===== config.mk =====
export PLATFORM = sky130hd
export DESIGN_NAME = bsdcp_ram
export DESIGN_NICKNAME = d
export VERILOG_FILES = /design/src/rtl/core/bsdcp_ram.sv
export SDC_FILE = /design/constraint.sdc
export NUM_CORES = 2
export LEC_CHECK = 0
export BUFFER_PORTS_ARGS = -buffer_cell sky130_fd_sc_hd__clkbuf_2
export CAP_MARGIN = 20
export CELL_PAD_IN_SITES_DETAIL_PLACEMENT = 0
export CELL_PAD_IN_SITES_GLOBAL_PLACEMENT = 2
export CORE_AREA = 2 2 408 491
export CTS_BUF_LIST = sky130_fd_sc_hd__clkbuf_4 sky130_fd_sc_hd__clkbuf_8
export DETAILED_ROUTE_END_ITERATION = 8
export DIE_AREA = 0 0 410 493
export PLACE_DENSITY = 0.72
export SYNTH_ARGS = -nofsm -noshare
export SYNTH_HDL_FRONTEND = slang
export SYNTH_SLANG_ARGS = --single-unit
export TNS_END_PERCENT = 20

===== constraint.sdc =====
create_clock -name clk -period 4.93 [get_ports clk]
set_input_delay 0.7395 -clock clk [delete_from_list [all_inputs] [get_ports clk]]
set_output_delay 0.7395 -clock clk [all_outputs]
set_load 0.02 [all_outputs]

===== src/rtl/core/bsdcp_ram.sv =====
// generic single-port-write, single-read synchronous ram, registered read
// no dependencies
`timescale 1ns / 1ps
module bsdcp_ram #(
  parameter int Width = 32,
  parameter int Depth = 64
) (
  input  logic                     clk,
  input  logic                     we,
  input  logic [$clog2(Depth)-1:0] waddr,
  input  logic [Width-1:0]         wdata,
  input  logic [$clog2(Depth)-1:0] raddr,
  output logic [Width-1:0]         rdata
);
  logic [Width-1:0] mem [Depth];

  always_ff @(posedge clk) begin
    if (we) begin
      mem[waddr] <= wdata;
    end
    rdata <= mem[raddr];
  end
endmodule


==> summary.md <==
| Metric | Value |
|---|---|
| Comb pwr share | `0.051` |
| Reg-to-reg startpoint | `mem[26][11]` |
| Setup_tns | `0 ns` |
| Hold WC Path Type | `primary input to flop` |
| Initial antenna violation count | `17` |
| Power Dens Cells | `roughly 400 nW/µm²` |
| Post-synth cell types | `34` |
| Port Buffers | `77` |
| Critical path arrival | `3.85 ns` |
| Share of layout cells above drive strength 1 | `0.351` |
| Sequential area share after synthesis | `0.791` |
| Vias | `37400` |
| Clk slew on worst S/H paths | `approximately 0.060 ns` |
| GPL Wtd Cong | `approximately 0.75` |
| Final min period | `3.04 ns` |
| CP Capture Type | `flop` |
| GRT Overall Usage | `0.204` |
| Crit path launch | `raddr[0]` |
| Die Wd | `roughly 410 µm` |
| Final WL | `206 mm` |
| Post-route ant nets | `0` |
| WHS | `0.172 ns` |
| Status | `finished, final reports clean` |
| Slew HR | `0.309` |
| R2R Setup Slk | `between 2 and 3 ns` |
| Max-Cap Viols | `0` |
| Clock Path Buffers | `4` |
| Synth top area share | `0.783` |
| Sw Pwr | `7.77 mW` |
| Count leader, synth | `edfxtp_1` |
| CP max FO | `46` |
| Synth Flop Type | `edfxtp_1` |
| Post-synth top cells | `2048 x edfxtp_1, 544 x mux4_2, 137 x nor2_1` |
| Initial core utilization | `0.398` |
| Die area | `between 200000 and 250000 µm²` |
| Wire per inst | `31.1 µm` |
| Worst skew pair latency | `around 1.0 ns` |
| Pleak | `28.2 nW` |
| Clock power share | `0.397` |
| Synth area leaders | `edfxtp_1 78%, mux4_2 16%, mux2i_1 1.2%` |
| CTS root buffer | `clkbuf_8` |
| Switch share | `0.218` |
| Area grow syn2layout | `14.6%` |
| Seq pwr share | `0.552` |
| Filler cell count | `16200` |
| Post-DP Area | `83600 µm²` |
| Post-synthesis cell count | `between 3000 and 4000` |
| First-pass GRT wire length | `291 mm` |
| Count of pins over their slew limit | `0` |
| Final Hold Fails | `0` |
| Crit Path Category | `primary input to flop` |
| Yosys Warn Count | `0` |
| Total I/O pin count | `78` |
| Die height | `roughly 490 µm` |
| Worst Tran Pin Value | `around 1.0 ns` |
| Final period util | `0.616` |
| CTS Buf Count | `around 330` |
| Fmax | `around 0.33 GHz` |
| DRC violations left | `0` |
| DR vias/cell | `5.65` |
| Syn Std Cell Area | `roughly 79000 µm²` |
| Post-Layout Inst Area | `90000 µm²` |
| PostCTS Resize Cnt | `0` |
| Total gr overflow | `0` |
| Async set-reset flop share out of synthesis | `0` |
| DRT iter0 DRCs | `4121` |
| Hold_buf cts | `0` |
| Leading area contributor after synthesis | `edfxtp_1` |
| Maximum vdd ir drop | `0.000255 V` |
| Critical path startpoint category | `primary input` |
| Clk sink count | `2080` |
| Core Area | `roughly 200000 µm²` |
| Postcts setup bufs | `0` |
| Post-synth EDFFs | `approximately 2000` |
| Vias in the first global route | `39200` |
| CTS tree | `built` |
| Fin nets | `3800` |
| TritonRoute pass-1 iters | `7` |
| Syn Nets | `3370` |
| Hpwl dp | `about 120 mm` |
| H-tree level count | `5` |
| Row count | `roughly 180` |
| Avg Cell Area, Syn | `23.6 µm²` |
| Unrepaired setup endpoints after global routing | `false` |
| Largest net degree at the start of global routing | `84` |
| Critical Path RT | `5.75 ns` |
| Final setup violation count | `0` |
| Clock Skew | `0.0796 ns` |
| Yosys reg bits | `2080` |
| Worst hold start | `wdata[6]` |
| Power Internal | `27.9 mW` |
[cell type report]
type,count,area (µm²),share of cell area
antenna,5,12.5,0.000139
clock buffer,460,5600,0.0622
clock inverter,106,641,0.00712
multi-input combinational,1062,16000,0.177
sequential,2080,62100,0.690
tap,2624,3280,0.0365
timing repair buffer,285,2350,0.0261
[kinds of logic (layout without fill, tap and decap cells)]
family / after synthesis / in the layout / synth area share
multiplexers: 637 / 637 / 0.168
flip-flops: 2080 / 2080 / 0.791
AO/OA/AOI/OAI: 202 / 202 / 0.0167
buffers and inverters: 182 / 851 / 0.0113
other: 0 / 5 / 0
AND/OR/NAND/NOR: 223 / 223 / 0.0127
[cells in the final DEF, fill, tap and decap left out, types with 3 or more instances in the layout]
cell type / instances
a22oi_1: 12
bufinv_16: 6
nor2b_1: 15
nand2_1: 26
clkbuf_4: 117
nor2_1: 75
nor3_1: 5
buf_4: 180
nand3b_1: 5
mux2i_1: 93
nand2b_1: 6
or3_1: 3
o22ai_1: 84
a21oi_1: 62
clkinvlp_4: 8
clkinv_1: 63
nand3_1: 5
or3b_2: 3
nor2_4: 62
clkbuf_8: 343
o221ai_1: 27
mux4_2: 544
a311oi_1: 8
diode_2: 5
edfxtp_1: 2048
buf_8: 3
and3_1: 4
a41o_1: 4
clkinv_2: 26
buf_12: 26
dfxtp_1: 32
clkbuf_2: 73
o32ai_1: 4
[worst paths after layout]
| path | endpoint | cells past startpoint |
|---|---|---|
| max reg2reg | rdata[11] | 4 |
| min reg2reg | rdata[8] | 4 |
| min | mem[20][6] | 1 |
| max | rdata[11] | 7 |
[flip-flops by register name, indices dropped and copies added (netlist names)]
name   count
mem     2048
rdata     32
[metal layers]
layer,up-vias,part of all wire,global-route usage
met4,16,0.022,0.0571
met5,-,0.00049,0
met3,275,0.067,0.0368
li1,15200,-,-
met1,20500,0.41,0.277
met2,1438,0.50,0.338
[power groups by stage]
stage	Sequential [mW]	Combinational, mW	Clock, mW
CTS	19.7	1.85	14.4
global route	19.7	1.93	15.2
detailed placement	20.1	1.85	0
floorplan	20.0	0.952	0
finish	19.7	1.82	14.2
global placement	20.1	1.82	0
[metrics by stage]
stage	worst slack, ns	instances	util	total power [mW]
after floorplan	1.03	3324	-	21.0
after global placement	0.719	6045	0.424	21.9
after detailed placement	0.712	6047	0.424	21.9
after CTS	1.83	6613	0.456	36.0
after global routing	1.82	6619	0.456	36.8
final	1.89	6622	0.456	35.7
[critical path, cell delays in order]
cell and delay (ns):
buf_8 0.50, buf_12 0.29, buf_4 0.35, mux4_2 0.57
mux4_2 0.46, o22ai_1 0.62, nor2_1 0.22
Power figures use the tool's default switching activity.
