--- src/rtl/core/bsdcp_div.sv ---
// iterative signed divider, one quotient bit per cycle, truncating toward zero
// does not use bsdcp_pkg; no dependencies
`timescale 1ns / 1ps
module bsdcp_div (
  input  logic               clk,
  input  logic               rst_n,
  input  logic               start,
  input  logic signed [52:0] num,
  input  logic signed [32:0] den,
  output logic               done,
  output logic signed [52:0] quot
);
  localparam int NW = 53;
  logic [NW-1:0] q_r, q_nxt;
  logic [33:0]   rem_r, rem_nxt;
  logic [32:0]   d_r, d_nxt;
  logic          neg_r, neg_nxt;
  logic [5:0]    cnt_r, cnt_nxt;
  logic          busy_r, busy_nxt;
  logic [33:0]   trial;
  logic [33:0]   shifted;

  assign done = busy_r && (cnt_r == 6'd0);
  assign quot = neg_r ? -$signed(q_r) : $signed(q_r);

  always_comb begin
    q_nxt = q_r;
    rem_nxt = rem_r;
    d_nxt = d_r;
    neg_nxt = neg_r;
    cnt_nxt = cnt_r;
    busy_nxt = busy_r;
    shifted = {rem_r[32:0], q_r[NW-1]};
    trial = shifted - {1'b0, d_r};
    if (start) begin
      q_nxt = num[52] ? NW'(-num) : NW'(num);
      d_nxt = den[32] ? 33'(-den) : 33'(den);
      neg_nxt = num[52] ^ den[32];
      rem_nxt = '0;
      cnt_nxt = 6'(NW);
      busy_nxt = 1'b1;
    end else if (busy_r) begin
      if (cnt_r == 6'd0) begin
        busy_nxt = 1'b0;
      end else begin
        cnt_nxt = cnt_r - 6'd1;
        if (!trial[33]) begin
          rem_nxt = trial;
          q_nxt = {q_r[NW-2:0], 1'b1};
        end else begin
          rem_nxt = shifted;
          q_nxt = {q_r[NW-2:0], 1'b0};
        end
      end
    end
  end

  always_ff @(posedge clk) begin
    if (!rst_n) begin
      busy_r <= 1'b0;
      cnt_r <= '0;
    end else begin
      busy_r <= busy_nxt;
      cnt_r <= cnt_nxt;
    end
    q_r <= q_nxt;
    rem_r <= rem_nxt;
    d_r <= d_nxt;
    neg_r <= neg_nxt;
  end
endmodule

--- config.mk ---
export PLATFORM = sky130hd
export DESIGN_NAME = bsdcp_div
export DESIGN_NICKNAME = d
export VERILOG_FILES = /design/src/rtl/core/bsdcp_div.sv
export SDC_FILE = /design/constraint.sdc
export NUM_CORES = 1
export LEC_CHECK = 0
export BUFFER_PORTS_ARGS = -buffer_cell sky130_fd_sc_hd__buf_2
export CAP_MARGIN = 20
export CORE_MARGIN = 1
export CORE_UTILIZATION = 42
export DETAILED_ROUTE_END_ITERATION = 6
export GPL_ROUTABILITY_DRIVEN = 0
export SYNTH_ARGS = -nofsm -noshare
export SYNTH_HDL_FRONTEND = slang
export SYNTH_SLANG_ARGS = --single-unit
--- constraint.sdc ---
create_clock -name clk -period 4.51 [get_ports clk]
set_clock_uncertainty 0.2 [all_clocks]
set_input_delay 0.2255 -clock clk [delete_from_list [all_inputs] [get_ports clk]]
set_output_delay 0.2255 -clock clk [all_outputs]
set_load 0.005 [all_outputs]
==> reports/qor.yml <==
status: "completed"
ys_types: 64
maxSlewViolCount: 0
setup_viol: 0
antenna_found_initial: 0
regToRegSetupSlack_ns: 0.66
place_inst: 1487
reg2reg_from: "d_r[0]"
p_switching_w: 0.00127
syn_avg_cell_area_um2: 8.83
multi_input_area_um2: 5910
first_global_vias: 8223
via_count: 8676
synth-seq-cells: 127
hold_viol: 0
timing.rr.end: "rem_r[32]"
viasPerCell: 5.58
cts.path.max_buffers: 2
antenna_left: 0
timing.final.crit_period_ns: 4.28
dp_hpwl_mm: 18.8
drv_cap: 0
diodes: 0
rsz0062_at_grt: "false"
fin_tns_setup_ns: 0
core-area_um2: 22600
fp.dieH_um: 154
synthesis.nets: 1226
routedWlPerCell_um: 16.6
grt-ovfl-total: 0
cts_setup_buffers: 0
hold_path_class: "input pin to flip-flop"
synthTopCellsByArea: "edfxtp_1 (27%), xnor2_1 (8.7%), dfxtp_1 (8.3%)"
start_kind: "flip-flop"
r2r_cells: 11
synthCells: 1099
num_rows: 55
p_int_w: 0.00270
end_kind: "primary output"
grt_usage_pct: 22.3
peakVddDrop_mv: 0.193
synthArstFlopShare_pct: 0
cts_buffers: 17
synth_top_area_cell: "edfxtp_1"
fin_crit_sh_pct: 94.8
cts_tree: "built"
nNetsFinal: 1384
clockPowerShare_pct: 34.0
grt_max_degree: 110
drive_above_1_share_pct: 17.0
drt_iter0_drc: 594
ff_latch_area_um2: 3410
power.total_w: 0.00397
synth_edf_count: 87
fin_cells: 1555
seqPwrFrac_pct: 38.4
die_area_um2: 23700
fmax_ghz: 0.234
yosysTopAreaCellShare_pct: 26.9
critPathMaxFanout: 5
pwr_density_cell_nw_per_um2: 342
grt_first_pass_wirelength_mm: 42.2
nFillCells: 2109
cp.required_ns: 4.08
combPwrFrac_pct: 27.6
fp.dieW_um: 154
io_pins: 143
synthTopCellsByCount: "nor2_1 (104), xnor2_1 (96), a21oi_1 (94)"
firstDrtPassIters: 5
start_util_pct: 42.9
cp_data_arrival_time_ns: 3.85
worst_slew_pin_slew_ns: 1.14
drc: 0
crit_type: "flip-flop to primary output"
relSlewSlack_pct: 23.9
post-synth-top-count-cell: "nor2_1"
root_buffer: "clkbuf_16"
cts.sinks: 127
ys_seq_area_share_pct: 35.2
hold_depth: 3
netlist_area_um2: 9710
finalWirelength_mm: 25.8
hold_end: "q_r[17]"
ys_dominant_reg_cell: "edfxtp_1"
insertion_delay_ns: 0.43
p_leak_nw: 4.49
p_sw_share_pct: 32.0
yosysWarnings: 0
clk_pin_slew_ns: 0.06
h-tree-depth: 4
holdCritStartpoint: "num[17]"
port_buffers: 142
area_growth_pct: 19.9
[registers in the layout, indices dropped and copies added (netlist names)]
| register | count |
|---|---|
| q_r | 53 |
| d_r | 33 |
| rem_r | 33 |
| cnt_r | 6 |
| busy_r | 1 |
| neg_r | 1 |
[cell type report]
cell class / count / share of cell area, %
inverters: 56 / 1.81
well taps: 285 / 3.06
flip-flops and latches: 127 / 29.3
repair buffers: 188 / 10.1
clock inverters: 14 / 1.23
clock buffers: 18 / 3.69
multi-input cells: 867 / 50.8
[per-layer routing]
metal	part of all wire [%]	wire (um)	GRT usage [%]	vias to the layer above
met4	1.0	268	6.14	0
li1	-	-	-	4340
met5	0	0	0	-
met1	47	12200	29.9	4078
met3	4.7	1200	3.18	21
met2	47	12100	37.4	237
[through the flow]
| step | setup slack (ns) | cell area (um^2) | hold WS [ns] | util (%) |
|---|---|---|---|---|
| final | 0.233 | 11600 | 0.0233 | 51.4 |
| after global routing | 0.0326 | 11600 | 0.0247 | 51.4 |
| after CTS | 0.176 | 11600 | 0.00270 | 51.3 |
| after detailed placement | 0.650 | 10700 | 0.258 | 47.2 |
| after global placement | 0.686 | 10700 | 0.262 | 47.1 |
| after floorplan | 1.05 | 9710 | 0.124 | - |
[power groups by stage]
stage          Combinational, W  Clock, W  Sequential (W)
2_1_floorplan          0.000727         0         0.00150
3_3_place_gp            0.00105         0         0.00154
3_5_place_dp            0.00106         0         0.00155
4_1_cts                 0.00109   0.00138         0.00152
5_1_grt                 0.00122   0.00142         0.00154
6_report                0.00110   0.00135         0.00153
[worst max-delay path, stage by stage (launching register included)]
cell and delay [ns]:
edfxtp_1 0.43, or3_1 0.40, or3_1 0.38, or4_1 0.57, or4_4 0.55, nor4_4 0.19
nand2_1 0.16, o31ai_2 0.29, o21ai_0 0.17, xor2_1 0.16, buf_2 0.13
[cells by family after synthesis]
logic type	Yosys count	share of synthesized area, %
simple gates	322	17.2
compound gates	316	20.8
xor+xnor	163	14.7
flops	127	35.2
buf+inv	105	4.13
fa+ha+maj	38	4.98
mux	28	2.97
[worst max-delay path by stage]
stage,startpoint,to,slack (ns),cells after the start
after global placement,q_r[25],quot[52],0.69,8
after CTS,q_r[25],quot[52],0.18,8
final,q_r[12],quot[47],0.23,10
after floorplan,q_r[12],quot[47],1.05,9
after global routing,q_r[12],quot[47],0.03,10
after detailed placement,q_r[26],quot[52],0.65,8
[layout by cell type (no fill, tap or decap), types with 17 or more instances in the layout]
cell type and n:
nand2_1 71, xnor2_1 96, ha_1 37, buf_2 141
a21oi_1 94, inv_1 56, o31ai_1 34, clkbuf_16 17
xor2_1 67, dlygate4sd3_1 35, edfxtp_1 87, dfxtp_1 40
mux2i_1 22, a211oi_1 26, o21ai_0 76, nor2_1 104
o41ai_1 19, or3_1 22
[what timing repair did]
action | in CTS | in global routing
hold buffers | 35 | 0
endpoints found under the setup margin | 0 | 3
gates resized for setup | 0 | 2
hold endpoints to repair | 42 | 0
No activity file was read; power rests on OpenSTA's default activity.
